### config.mk
export PLATFORM = sky130hd
export DESIGN_NAME = drum_pattern_event_sequencer
export DESIGN_NICKNAME = d
export VERILOG_FILES = /design/src/dpes_pkg.sv /design/src/dpes_fifo.sv /design/src/dpes_front.sv /design/src/dpes_back.sv /design/src/drum_pattern_event_sequencer.sv
export VERILOG_INCLUDE_DIRS = /design/src /design/src/src
export SDC_FILE = /design/constraint.sdc
export NUM_CORES = 2
export LEC_CHECK = 0
export BUFFER_PORTS_ARGS = -buffer_cell sky130_fd_sc_hd__buf_2
export CORE_ASPECT_RATIO = 2
export CORE_MARGIN = 2
export CORE_UTILIZATION = 60
export CTS_BUF_LIST = sky130_fd_sc_hd__clkbuf_8
export DETAILED_ROUTE_END_ITERATION = 8
export PLACE_DENSITY = 0.77
export SLEW_MARGIN = 10
export SYNTH_ARGS = -nofsm -noshare
export SYNTH_HDL_FRONTEND = slang
export SYNTH_SLANG_ARGS = --single-unit
export TNS_END_PERCENT = 1
### constraint.sdc
create_clock -name clk -period 10.3 [get_ports clk]
set_input_delay 1.545 -clock clk [delete_from_list [all_inputs] [get_ports clk]]
set_output_delay 1.545 -clock clk [all_outputs]
set_load 0.05 [all_outputs]
### src/drum_pattern_event_sequencer_defines.svh
// ----------------------------------------------------------------------------
// drum pattern event sequencer assertion macros
// shared concurrent assertion forms for the sequencer rtl
// ----------------------------------------------------------------------------
`ifndef DRUM_PATTERN_EVENT_SEQUENCER_DEFINES_SVH
`define DRUM_PATTERN_EVENT_SEQUENCER_DEFINES_SVH

// same-cycle implication
`define DPES_ASSERT_IMPL(name, clk_sig, rstn_sig, ante, cons) \
    name: assert property (@(posedge clk_sig) disable iff (!rstn_sig) (ante) |-> (cons)) \
        else $error("sequencer assertion failed");

// next-cycle implication
`define DPES_ASSERT_NEXT(name, clk_sig, rstn_sig, ante, cons) \
    name: assert property (@(posedge clk_sig) disable iff (!rstn_sig) (ante) |=> (cons)) \
        else $error("sequencer assertion failed");

`endif

### src/dpes_pkg.sv
// ----------------------------------------------------------------------------
// dpes_pkg
// shared types and constants of the drum pattern event sequencer
// ----------------------------------------------------------------------------
`default_nettype none

package dpes_pkg;

    localparam int MTIME_W    = 32;
    localparam int INDEX_W    = 5;
    localparam int TIME_W     = 11;
    localparam int POS_FULL_W = 16;
    localparam int LEN_W      = 6;

    localparam int MAX_RESULTS = 32;
    localparam int RES_CNT_W   = 6;

    localparam logic [1:0] KIND_TICK   = 2'd0;
    localparam logic [1:0] KIND_WRITE  = 2'd1;
    localparam logic [1:0] KIND_RESYNC = 2'd2;

    localparam logic [7:0] TYPE_MASK  = 8'hF0;
    localparam logic [7:0] CHAN_MASK  = 8'h0F;
    localparam logic [7:0] STATUS_ON  = 8'h90;
    localparam logic [7:0] STATUS_OFF = 8'h80;

    typedef struct packed {
        logic [1:0]            kind;
        logic [POS_FULL_W-1:0] pos;
        logic [INDEX_W-1:0]    index;
        logic [TIME_W-1:0]     etime;
        logic [7:0]            status;
        logic [6:0]            note;
        logic [6:0]            velocity;
    } cmd_t;

    typedef struct packed {
        logic       note_on;
        logic [6:0] note;
        logic [6:0] velocity;
        logic [3:0] channel;
        logic       knock;
        logic       last;
    } res_t;

endpackage

`default_nettype wire

### src/dpes_fifo.sv
// ----------------------------------------------------------------------------
// dpes_fifo
// small register queue with push/full and pop/empty sides
// ----------------------------------------------------------------------------
`default_nettype none

module dpes_fifo #(
    parameter int DATA_W = 8,
    parameter int DEPTH  = 2
) (
    input  logic              clk,
    input  logic              rst_n,
    input  logic              push,
    input  logic [DATA_W-1:0] wdata,
    output logic              full,
    input  logic              pop,
    output logic [DATA_W-1:0] rdata,
    output logic              empty
);

    localparam int PTR_W = (DEPTH > 1) ? $clog2(DEPTH) : 1;
    localparam int CNT_W = $clog2(DEPTH + 1);
    localparam logic [PTR_W-1:0] PTR_LAST = PTR_W'(DEPTH - 1);
    localparam logic [CNT_W-1:0] CNT_FULL = CNT_W'(DEPTH);

    logic [DATA_W-1:0] store_reg [DEPTH];
    logic [PTR_W-1:0]  wr_ptr_reg;
    logic [PTR_W-1:0]  wr_ptr_next;
    logic [PTR_W-1:0]  rd_ptr_reg;
    logic [PTR_W-1:0]  rd_ptr_next;
    logic [CNT_W-1:0]  count_reg;
    logic [CNT_W-1:0]  count_next;
    logic              do_push;
    logic              do_pop;

    assign full    = (count_reg == CNT_FULL);
    assign empty   = (count_reg == '0);
    assign do_push = push && !full;
    assign do_pop  = pop && !empty;
    assign rdata   = store_reg[rd_ptr_reg];

    always_comb
    begin
        wr_ptr_next = wr_ptr_reg;
        rd_ptr_next = rd_ptr_reg;
        count_next  = count_reg;
        if (do_push)
        begin
            wr_ptr_next = (wr_ptr_reg == PTR_LAST) ? '0 : wr_ptr_reg + 1'b1;
        end
        if (do_pop)
        begin
            rd_ptr_next = (rd_ptr_reg == PTR_LAST) ? '0 : rd_ptr_reg + 1'b1;
        end
        if (do_push && !do_pop)
        begin
            count_next = count_reg + 1'b1;
        end
        else if (do_pop && !do_push)
        begin
            count_next = count_reg - 1'b1;
        end
    end

    always_ff @(posedge clk or negedge rst_n)
    begin
        if (!rst_n)
        begin
            wr_ptr_reg <= '0;
            rd_ptr_reg <= '0;
            count_reg  <= '0;
        end
        else
        begin
            wr_ptr_reg <= wr_ptr_next;
            rd_ptr_reg <= rd_ptr_next;
            count_reg  <= count_next;
        end
    end

    always_ff @(posedge clk)
    begin
        if (do_push)
        begin
            store_reg[wr_ptr_reg] <= wdata;
        end
    end

endmodule

`default_nettype wire

### src/dpes_front.sv
// ----------------------------------------------------------------------------
// dpes_front
// accepts items, reduces music time to a bar position, queues commands
// ----------------------------------------------------------------------------
`default_nettype none

module dpes_front #(
    parameter int BAR_TICKS = 1920
) (
    input  logic          clk,
    input  logic          rst_n,
    input  logic          push,
    output logic          full,
    input  logic [1:0]    kind,
    input  logic [31:0]   music_time,
    input  logic [4:0]    entry_index,
    input  logic [10:0]   entry_time,
    input  logic [7:0]    entry_status,
    input  logic [6:0]    entry_note,
    input  logic [6:0]    entry_velocity,
    output logic          cmd_push,
    output dpes_pkg::cmd_t cmd_data,
    input  logic          cmd_full
);

    import dpes_pkg::*;

    // floor(n / BAR_TICKS) = (n * RECIP) >> RSHIFT for every 32-bit n
    localparam int RSHIFT = MTIME_W + $clog2(BAR_TICKS);
    localparam int PROD_W = 2 * MTIME_W + 1;
    localparam logic [MTIME_W:0] RECIP =
        (MTIME_W + 1)'(((64'd1 << RSHIFT) / 64'(BAR_TICKS)) + 64'd1);
    localparam logic [MTIME_W-1:0] BAR_MUL = MTIME_W'(BAR_TICKS);

    localparam logic [2:0] ST_IDLE = 3'd0;
    localparam logic [2:0] ST_MUL  = 3'd1;
    localparam logic [2:0] ST_QMUL = 3'd2;
    localparam logic [2:0] ST_SUB  = 3'd3;
    localparam logic [2:0] ST_PUSH = 3'd4;

    logic [2:0]           state_reg;
    logic [2:0]           state_next;
    cmd_t                 item_reg;
    cmd_t                 item_next;
    logic [MTIME_W-1:0]   dividend_reg;
    logic [MTIME_W-1:0]   dividend_next;
    logic [PROD_W-1:0]    prod_reg;
    logic [PROD_W-1:0]    prod_next;
    logic [MTIME_W-1:0]   qd_reg;
    logic [MTIME_W-1:0]   qd_next;
    logic [MTIME_W-1:0]   quot;
    logic                 accept;

    assign full     = (state_reg != ST_IDLE);
    assign accept   = push && !full;
    assign cmd_push = (state_reg == ST_PUSH) && !cmd_full;
    assign cmd_data = item_reg;

    assign quot     = MTIME_W'(prod_reg >> RSHIFT);

    always_comb
    begin
        state_next    = state_reg;
        item_next     = item_reg;
        dividend_next = dividend_reg;
        prod_next     = prod_reg;
        qd_next       = qd_reg;
        case (state_reg)
            ST_IDLE:
            begin
                if (accept)
                begin
                    item_next.kind     = kind;
                    item_next.pos      = '0;
                    item_next.index    = entry_index;
                    item_next.etime    = entry_time;
                    item_next.status   = entry_status;
                    item_next.note     = entry_note;
                    item_next.velocity = entry_velocity;
                    dividend_next      = music_time;
                    case (kind)
                        KIND_TICK, KIND_RESYNC: state_next = ST_MUL;
                        KIND_WRITE:             state_next = ST_PUSH;
                        default:                state_next = ST_IDLE;
                    endcase
                end
            end
            ST_MUL:
            begin
                // 32 x 33 bit reciprocal product
                prod_next  = PROD_W'(dividend_reg) * PROD_W'(RECIP);
                state_next = ST_QMUL;
            end
            ST_QMUL:
            begin
                qd_next    = quot * BAR_MUL;
                state_next = ST_SUB;
            end
            ST_SUB:
            begin
                item_next.pos = POS_FULL_W'(dividend_reg - qd_reg);
                state_next    = ST_PUSH;
            end
            ST_PUSH:
            begin
                if (!cmd_full)
                begin
                    state_next = ST_IDLE;
                end
            end
            default:
            begin
                state_next = ST_IDLE;
            end
        endcase
    end

    always_ff @(posedge clk or negedge rst_n)
    begin
        if (!rst_n)
        begin
            state_reg <= ST_IDLE;
        end
        else
        begin
            state_reg <= state_next;
        end
    end

    always_ff @(posedge clk)
    begin
        item_reg     <= item_next;
        dividend_reg <= dividend_next;
        prod_reg     <= prod_next;
        qd_reg       <= qd_next;
    end

endmodule

`default_nettype wire

### src/dpes_back.sv
// ----------------------------------------------------------------------------
// dpes_back
// executes commands: pattern table writes, resync and tick window scans
// ----------------------------------------------------------------------------
`default_nettype none

`include "drum_pattern_event_sequencer_defines.svh"

module dpes_back #(
    parameter int TABLE_DEPTH = 32,
    parameter int BAR_TICKS   = 1920
) (
    input  logic           clk,
    input  logic           rst_n,
    input  logic           cmd_empty,
    input  dpes_pkg::cmd_t cmd_data,
    output logic           cmd_pop,
    input  logic [5:0]     pattern_length,
    output logic           res_push,
    output dpes_pkg::res_t res_data,
    input  logic           res_full
);

    import dpes_pkg::*;

    localparam int POS_W  = (BAR_TICKS > 1) ? $clog2(BAR_TICKS) : 1;
    localparam int IDX_W  = (TABLE_DEPTH > 1) ? $clog2(TABLE_DEPTH) : 1;
    localparam int CNT_W  = $clog2(TABLE_DEPTH + 1);
    localparam int LW     = (LEN_W > CNT_W) ? LEN_W : CNT_W;
    localparam int BAR_W  = $clog2(BAR_TICKS + 1);
    localparam int WIN_W  = (TIME_W > BAR_W) ? TIME_W : BAR_W;

    localparam logic [1:0] ST_IDLE   = 2'd0;
    localparam logic [1:0] ST_SCAN   = 2'd1;
    localparam logic [1:0] ST_FINISH = 2'd2;

    typedef struct packed {
        logic [TIME_W-1:0] etime;
        logic [7:0]        status;
        logic [6:0]        note;
        logic [6:0]        velocity;
    } entry_t;

    entry_t             mem [TABLE_DEPTH];
    entry_t             rd_data_reg;
    entry_t             wr_entry;
    logic               mem_we;
    logic [IDX_W-1:0]   wr_addr;
    logic               rd_en;

    logic [1:0]         state_reg;
    logic [1:0]         state_next;
    logic [POS_W-1:0]   prev_reg;
    logic [POS_W-1:0]   prev_next;
    logic [CNT_W-1:0]   idx_reg;
    logic [CNT_W-1:0]   idx_next;
    logic               eval_vld_reg;
    logic               eval_vld_next;
    logic [WIN_W-1:0]   after_reg;
    logic [WIN_W-1:0]   after_next;
    logic [WIN_W-1:0]   upto_reg;
    logic [WIN_W-1:0]   upto_next;
    logic               all_low_reg;
    logic               all_low_next;
    logic               zero_pend_reg;
    logic               zero_pend_next;
    logic [RES_CNT_W-1:0] cnt_reg;
    logic [RES_CNT_W-1:0] cnt_next;
    logic               any_on_reg;
    logic               any_on_next;
    logic               pend_vld_reg;
    logic               pend_vld_next;
    res_t               pend_reg;
    res_t               pend_next;

    logic [LW-1:0]      len_ext;
    logic [CNT_W-1:0]   n_eff;
    logic [POS_W-1:0]   cmd_pos;
    logic [WIN_W-1:0]   t_ext;
    logic               is_on;
    logic               is_off;
    logic               in_win;
    logic               brk;
    logic               found;
    logic               keep;
    logic               stall;
    logic               issue;
    logic               phase_done;
    res_t               new_res;

    assign len_ext = LW'(pattern_length);
    assign n_eff   = (len_ext > LW'(TABLE_DEPTH)) ? CNT_W'(TABLE_DEPTH) : CNT_W'(len_ext);
    assign cmd_pos = cmd_data.pos[POS_W-1:0];
    assign cmd_pop = (state_reg == ST_IDLE) && !cmd_empty;

    assign wr_addr  = IDX_W'(cmd_data.index);
    assign mem_we   = cmd_pop && (cmd_data.kind == KIND_WRITE)
                      && (32'(cmd_data.index) < 32'(TABLE_DEPTH));
    assign wr_entry = '{etime: cmd_data.etime, status: cmd_data.status,
                        note: cmd_data.note, velocity: cmd_data.velocity};

    // entry under evaluation
    assign t_ext  = WIN_W'(rd_data_reg.etime);
    assign is_on  = ((rd_data_reg.status & TYPE_MASK) == STATUS_ON);
    assign is_off = ((rd_data_reg.status & TYPE_MASK) == STATUS_OFF);
    assign in_win = eval_vld_reg && (all_low_reg || (after_reg < t_ext)) && (t_ext <= upto_reg);
    assign brk    = eval_vld_reg && (t_ext > upto_reg);
    assign found  = in_win && (is_on || is_off);
    assign keep   = found && (cnt_reg < RES_CNT_W'(MAX_RESULTS));
    assign stall  = keep && pend_vld_reg && res_full;
    assign issue  = (state_reg == ST_SCAN) && !stall && !brk && (idx_reg < n_eff);
    assign rd_en  = issue;
    assign phase_done = brk || (!eval_vld_reg && (idx_reg >= n_eff));

    always_comb
    begin
        new_res.note_on  = is_on;
        new_res.note     = rd_data_reg.note;
        new_res.velocity = rd_data_reg.velocity;
        new_res.channel  = 4'(rd_data_reg.status & CHAN_MASK);
        new_res.knock    = 1'b0;
        new_res.last     = 1'b0;
    end

    always_comb
    begin
        res_data = pend_reg;
        res_push = 1'b0;
        if (state_reg == ST_FINISH)
        begin
            res_data.last  = 1'b1;
            res_data.knock = any_on_reg;
            res_push       = pend_vld_reg && !res_full;
        end
        else if (state_reg == ST_SCAN)
        begin
            res_push = !stall && keep && pend_vld_reg;
        end
    end

    always_comb
    begin
        state_next     = state_reg;
        prev_next      = prev_reg;
        idx_next       = idx_reg;
        eval_vld_next  = eval_vld_reg;
        after_next     = after_reg;
        upto_next      = upto_reg;
        all_low_next   = all_low_reg;
        zero_pend_next = zero_pend_reg;
        cnt_next       = cnt_reg;
        any_on_next    = any_on_reg;
        pend_vld_next  = pend_vld_reg;
        pend_next      = pend_reg;
        case (state_reg)
            ST_IDLE:
            begin
                if (cmd_pop)
                begin
                    case (cmd_data.kind)
                        KIND_RESYNC:
                        begin
                            prev_next = cmd_pos;
                        end
                        KIND_TICK:
                        begin
                            prev_next      = cmd_pos;
                            idx_next       = '0;
                            eval_vld_next  = 1'b0;
                            cnt_next       = '0;
                            any_on_next    = 1'b0;
                            pend_vld_next  = 1'b0;
                            after_next     = WIN_W'(prev_reg);
                            upto_next      = WIN_W'(cmd_pos);
                            all_low_next   = 1'b0;
                            zero_pend_next = 1'b0;
                            if (cmd_pos == '0)
                            begin
                                if (prev_reg != '0)
                                begin
                                    upto_next      = WIN_W'(BAR_TICKS);
                                    zero_pend_next = 1'b1;
                                end
                                else
                                begin
                                    after_next   = '0;
                                    all_low_next = 1'b1;
                                end
                            end
                            state_next = ST_SCAN;
                        end
                        default:
                        begin
                            state_next = ST_IDLE;
                        end
                    endcase
                end
            end
            ST_SCAN:
            begin
                if (!stall)
                begin
                    if (found && is_on)
                    begin
                        any_on_next = 1'b1;
                    end
                    if (keep)
                    begin
                        pend_next     = new_res;
                        pend_vld_next = 1'b1;
                        cnt_next      = cnt_reg + 1'b1;
                    end
                    if (issue)
                    begin
                        idx_next      = idx_reg + 1'b1;
                        eval_vld_next = 1'b1;
                    end
                    else
                    begin
                        eval_vld_next = 1'b0;
                    end
                    if (phase_done)
                    begin
                        if (zero_pend_reg)
                        begin
                            after_next     = '0;
                            upto_next      = '0;
                            all_low_next   = 1'b1;
                            zero_pend_next = 1'b0;
                            idx_next       = '0;
                            eval_vld_next  = 1'b0;
                        end
                        else
                        begin
                            state_next = ST_FINISH;
                        end
                    end
                end
            end
            ST_FINISH:
            begin
                if (!pend_vld_reg)
                begin
                    state_next = ST_IDLE;
                end
                else if (!res_full)
                begin
                    pend_vld_next = 1'b0;
                    state_next    = ST_IDLE;
                end
            end
            default:
            begin
                state_next = ST_IDLE;
            end
        endcase
    end

    always_ff @(posedge clk or negedge rst_n)
    begin
        if (!rst_n)
        begin
            state_reg    <= ST_IDLE;
            prev_reg     <= '0;
            eval_vld_reg <= 1'b0;
            pend_vld_reg <= 1'b0;
        end
        else
        begin
            state_reg    <= state_next;
            prev_reg     <= prev_next;
            eval_vld_reg <= eval_vld_next;
            pend_vld_reg <= pend_vld_next;
        end
    end

    always_ff @(posedge clk)
    begin
        idx_reg       <= idx_next;
        after_reg     <= after_next;
        upto_reg      <= upto_next;
        all_low_reg   <= all_low_next;
        zero_pend_reg <= zero_pend_next;
        cnt_reg       <= cnt_next;
        any_on_reg    <= any_on_next;
        pend_reg      <= pend_next;
    end

    always_ff @(posedge clk)
    begin
        if (mem_we)
        begin
            mem[wr_addr] <= wr_entry;
        end
        if (rd_en)
        begin
            rd_data_reg <= mem[idx_reg[IDX_W-1:0]];
        end
    end

    `DPES_ASSERT_IMPL(a_push_not_full, clk, rst_n, res_push, !res_full)
    `DPES_ASSERT_IMPL(a_cnt_bound, clk, rst_n, state_reg == ST_SCAN, cnt_reg <= RES_CNT_W'(MAX_RESULTS))
    `DPES_ASSERT_IMPL(a_read_in_range, clk, rst_n, rd_en, idx_reg < n_eff)
    `DPES_ASSERT_NEXT(a_last_drains, clk, rst_n, res_push && res_data.last, !pend_vld_reg && state_reg == ST_IDLE)

endmodule

`default_nettype wire

### src/drum_pattern_event_sequencer.sv
// a tick or resync runs ST_MUL, ST_QMUL (reciprocal multiply), ST_SUB, ST_PUSH, a write ST_PUSH
// a tick scan in the back reads up to pattern_length table entries, one table read a cycle unless stalled,
// and scans the table twice when a bar wrap flushes the bar end before time zero
// sustained rate is set by the back, which takes a new command only once idle, plus stalls
// reset clears the queues, the previous bar position and pattern_length; the table is not cleared
// ----------------------------------------------------------------------------
// drum_pattern_event_sequencer
// plays a time-sorted table of midi drum events against musical-time ticks
// ----------------------------------------------------------------------------
`default_nettype none

module drum_pattern_event_sequencer #(
    parameter int TABLE_DEPTH = 32,
    parameter int BAR_TICKS   = 1920
) (
    input  logic        clk,
    input  logic        rst_n,
    input  logic        psel,
    input  logic        penable,
    input  logic        pwrite,
    input  logic [2:0]  paddr,
    input  logic [31:0] pwdata,
    output logic [31:0] prdata,
    output logic        pready,
    input  logic        push,
    output logic        full,
    input  logic [1:0]  kind,
    input  logic [31:0] music_time,
    input  logic [4:0]  entry_index,
    input  logic [10:0] entry_time,
    input  logic [7:0]  entry_status,
    input  logic [6:0]  entry_note,
    input  logic [6:0]  entry_velocity,
    input  logic        pop,
    output logic        empty,
    output logic        note_on,
    output logic [6:0]  note,
    output logic [6:0]  velocity,
    output logic [3:0]  channel,
    output logic        knock,
    output logic        last
);

    import dpes_pkg::*;

    localparam logic REG_PATTERN_LENGTH = 1'b0;
    localparam int   QUEUE_DEPTH        = 2;

    logic [LEN_W-1:0] len_reg;
    logic             cfg_wr;

    cmd_t cmd_wdata;
    cmd_t cmd_rdata;
    logic cmd_push;
    logic cmd_full;
    logic cmd_pop;
    logic cmd_empty;

    res_t res_wdata;
    res_t res_rdata;
    logic res_push;
    logic res_full;

    assign pready = 1'b1;
    assign cfg_wr = psel && penable && pwrite && pready && (paddr[2] == REG_PATTERN_LENGTH);
    assign prdata = (paddr[2] == REG_PATTERN_LENGTH) ? 32'(len_reg) : '0;

    always_ff @(posedge clk or negedge rst_n)
    begin
        if (!rst_n)
        begin
            len_reg <= '0;
        end
        else if (cfg_wr)
        begin
            len_reg <= pwdata[LEN_W-1:0];
        end
    end

    dpes_front #(
        .BAR_TICKS (BAR_TICKS)
    ) u_front (
        .clk            (clk),
        .rst_n          (rst_n),
        .push           (push),
        .full           (full),
        .kind           (kind),
        .music_time     (music_time),
        .entry_index    (entry_index),
        .entry_time     (entry_time),
        .entry_status   (entry_status),
        .entry_note     (entry_note),
        .entry_velocity (entry_velocity),
        .cmd_push       (cmd_push),
        .cmd_data       (cmd_wdata),
        .cmd_full       (cmd_full)
    );

    dpes_fifo #(
        .DATA_W ($bits(cmd_t)),
        .DEPTH  (QUEUE_DEPTH)
    ) u_cmd_fifo (
        .clk   (clk),
        .rst_n (rst_n),
        .push  (cmd_push),
        .wdata (cmd_wdata),
        .full  (cmd_full),
        .pop   (cmd_pop),
        .rdata (cmd_rdata),
        .empty (cmd_empty)
    );

    dpes_back #(
        .TABLE_DEPTH (TABLE_DEPTH),
        .BAR_TICKS   (BAR_TICKS)
    ) u_back (
        .clk            (clk),
        .rst_n          (rst_n),
        .cmd_empty      (cmd_empty),
        .cmd_data       (cmd_rdata),
        .cmd_pop        (cmd_pop),
        .pattern_length (len_reg),
        .res_push       (res_push),
        .res_data       (res_wdata),
        .res_full       (res_full)
    );

    dpes_fifo #(
        .DATA_W ($bits(res_t)),
        .DEPTH  (QUEUE_DEPTH)
    ) u_res_fifo (
        .clk   (clk),
        .rst_n (rst_n),
        .push  (res_push),
        .wdata (res_wdata),
        .full  (res_full),
        .pop   (pop),
        .rdata (res_rdata),
        .empty (empty)
    );

    assign note_on  = res_rdata.note_on;
    assign note     = res_rdata.note;
    assign velocity = res_rdata.velocity;
    assign channel  = res_rdata.channel;
    assign knock    = res_rdata.knock;
    assign last     = res_rdata.last;

endmodule

`default_nettype wire
==> run metrics <==
final hold violation count=0; floorplan row count=165; HP Class=reg2reg; EDFF count, synth=1380; # IOs=170; delay-heaviest family, CP=adder cells; Mean Syn Cell Area=19.8 um2; CP most frequent cell=fa_1; hold_buf cts=0; post-CTS setup buffer count=0; full die area=0.104 mm2; later-pin clock latency in the skew report=880 ps; antenna violations before repair=2; arrival time worst endpoint=7130 ps; TritonCTS clock tree=done; Seq cells post-synth=1412; RR Startpoint=u_front.dividend_reg[1]$_DFFE_PP_; fin. max-slew vios=0; Buffers on Ports=114; drt wl/cell=29.1 um; Mapped Cells=3079; layout cells sized above 1=25.1%; Slew headroom=19.3%; TNS Setup=0 ps; Ys Warns=0; clock buffer depth=3; ys flop type=edfxtp_1; worst setup path category=reg2reg; htree depth=4; FF-to-FF path depth=19; Iter 0 DRT Violations=2790; Final Wtd Congestion=0.906; chip width=229 um; clk sink count=1412; slowest stage cell, crit path=fa_1; DRC=0; max reg flops=1056; DRT Pass-1 Iters=5; Critical Path End Type=flip-flop; worst hold path startpoint=u_back.new_res[7]$_DFFE_PP_; largest fanout on the critical path=6; worst path bufs/invs=4; Max Clk Rate=153 MHz; worst reg2reg path endpoint=u_front.prod_reg[43]$_DFFE_PP_; Async SR Flop Fraction=2.27%; Die Height=455 um; total number of vias=29900; clock slew at reported path FFs=70 ps; outcome=complete, no violations; vias in the first global route=32200; Initial Utilization=60.4%; maxcap violations=0; Final #Nets=3836; delay of the slowest critical-path stage=620 ps; part of the Yosys area used for sequential elements=69.3%; GRT overflow=0; vias per inst=6.19; worst-margin pin slew=1210 ps; r2r setup slk=3770 ps; CP cell instances=ha_1, fa_1, inv_1, fa_1, fa_1, fa_1, inv_1, fa_1, inv_1, fa_1, inv_1, ha_1, and3_1, and3_1, o2111ai_1, o21ai_0, a41oi_1, nor2_1, a211oi_1; Root Buffer Master=clkbuf_8; Required @ worst endpoint=10900 ps; post-route ant nets=0; skew final=54.9 ps; post_cts resized=0; first-pass GRT wire length=205000 um; Worst setup SP type=flip-flop; Final min period=6530 ps; Synth cell types=65; Core ar.=0.101 mm2; CTS Buf Count=184; largest net degree at the start of global routing=146; Total Wirelength=140000 um; Synth Cell Area=0.0610 mm2; Total GRT Usage=27.7%; Final setup viols=0; final worst path period share=63.4%; Worst Hold Path EP=u_back.res_data[7]$_DFFE_PP_; final HPWL from detailed placement=82500 um; fill count=6479; RSZ-0062 raised after global routing=false; Area Growth Syn to Fin=9.57%; hold path depth=0
-- Yosys cell counts, types with 2 or more instances --
cell type	number	area, um2
buf_1	12	45.0
a31oi_1	3	18.8
nand2b_1	6	37.5
edfxtp_1	1380	41400
and2_1	20	125
a211oi_1	3	22.5
o31ai_1	3	22.5
nor4b_1	3	26.3
buf_2	7	35.0
xnor2_1	23	201
nand3_1	20	100
a21o_1	14	105
dfrtp_1	32	801
nor2b_1	18	113
a41oi_1	2	17.5
xor2_1	10	87.6
o22ai_1	4	25.0
o21bai_1	2	15.0
buf_6	4	45.0
inv_1	300	1130
ha_1	241	3020
and3_1	4	25.0
nand2_1	55	206
o21ai_0	36	180
nor3b_1	5	37.5
nor4_1	9	56.3
mux2i_1	15	150
nand3b_1	4	30.0
nor2_1	75	282
fa_1	144	2880
a22oi_1	3	22.5
buf_4	49	368
conb_1	2	7.51
nand4_1	12	75.1
a21oi_1	42	210
or3_1	5	31.3
mux4_2	330	7430
nor3_1	6	30.0
a32o_1	2	20.0
clkbuf_1	52	195
and3b_1	2	17.5
o211ai_1	3	22.5
mux2_2	95	1070
-- cell usage in the layout, fill, tap and decap left out, drive strengths merged, types with 4 or more instances in the layout --
cell type / count
a21oi: 42
o22ai: 4
nor2b: 18
ha: 241
dfrtp: 32
xor2: 10
nor2: 75
bufinv: 8
and3: 4
nand4: 12
fa: 144
nor3: 6
inv: 362
conb: 27
buf: 171
or3: 5
a21o: 14
nor4: 9
mux4: 330
clkbuf: 189
nand3: 20
nand3b: 4
clkinvlp: 7
nand2: 55
nor3b: 5
clkinv: 70
nand2b: 6
xnor2: 23
edfxtp: 1380
mux2i: 15
and2: 20
mux2: 95
o21ai: 37
-- worst reg2reg max path, cell delays in order (launching register included) --
cell and delay [ps]:
edfxtp_1 550, ha_1 470, fa_1 620, inv_1 80
fa_1 510, fa_1 460, fa_1 510, inv_1 60
fa_1 480, inv_1 50, fa_1 480, inv_1 50
ha_1 320, and3_1 250, and3_1 230, o2111ai_1 120
o21ai_0 110, a41oi_1 370, nor2_1 100, a211oi_1 440
-- stage by stage --
stage                     instance area [um2]  utilization (%)  hold slack, ps  std cells  setup slack (ps)
final                                   66800             66.2             433       4825              3770
after global routing                    66800             66.2             445       4824              3550
after CTS                               66800             66.2             429       4823              3700
after detailed placement                63300             62.7             405       4487              3770
after global placement                  63300             62.7             406       4487              3720
after floorplan                         61100                -             400       3104              4710
-- layout make-up --
| type | instances | area [um2] | share of cell area (%) |
|---|---|---|---|
| clock inverters | 147 | 858 | 1.28 |
| clock buffers | 189 | 2600 | 3.89 |
| inverters | 300 | 1130 | 1.69 |
| well taps | 1336 | 1670 | 2.50 |
| diodes | 2 | 5.00 | 0.00749 |
| repair buffers | 171 | 1020 | 1.53 |
| flip-flops and latches | 1412 | 42200 | 63.2 |
| multi-input cells | 1268 | 17300 | 25.9 |
-- kinds of logic after synthesis --
family	Yosys count	synth area share [%]
muxes	440	14.2
other	2	0.0123
adders and majority gates	385	9.67
AOI/OAI and AO/OA	134	1.37
xor gates and xnor gates	33	0.474
DFF	1412	69.3
and+or+nand+nor	249	2.02
buffers and inverters	424	2.98
-- routing by layer --
layer  part of all wire [%]  GRT usage [%]  up-vias
met3                    6.7           4.34      396
met1                     33           31.3    15500
met2                     54           50.0     1468
met5                      0              0        -
li1                       -              -    12500
met4                    6.3           15.9        0
-- worst max path at each step --
stage | from | to | slack (ps) | cells after the start
after floorplan | u_front.dividend_reg[1]$_DFFE_PP_ | u_front.prod_reg[45]$_DFFE_PP_ | 4710 | 20
after global placement | u_front.dividend_reg[1]$_DFFE_PP_ | u_front.prod_reg[43]$_DFFE_PP_ | 3720 | 19
after detailed placement | u_front.dividend_reg[1]$_DFFE_PP_ | u_front.prod_reg[43]$_DFFE_PP_ | 3770 | 19
after CTS | u_front.dividend_reg[1]$_DFFE_PP_ | u_front.prod_reg[43]$_DFFE_PP_ | 3700 | 19
after global routing | u_front.dividend_reg[1]$_DFFE_PP_ | u_front.prod_reg[43]$_DFFE_PP_ | 3550 | 19
final | u_front.dividend_reg[1]$_DFFE_PP_ | u_front.prod_reg[43]$_DFFE_PP_ | 3770 | 19
Power is left out: the tool's default activity adds up to more than one toggle a clock period on the data nets, which glitch-free logic cannot reach.
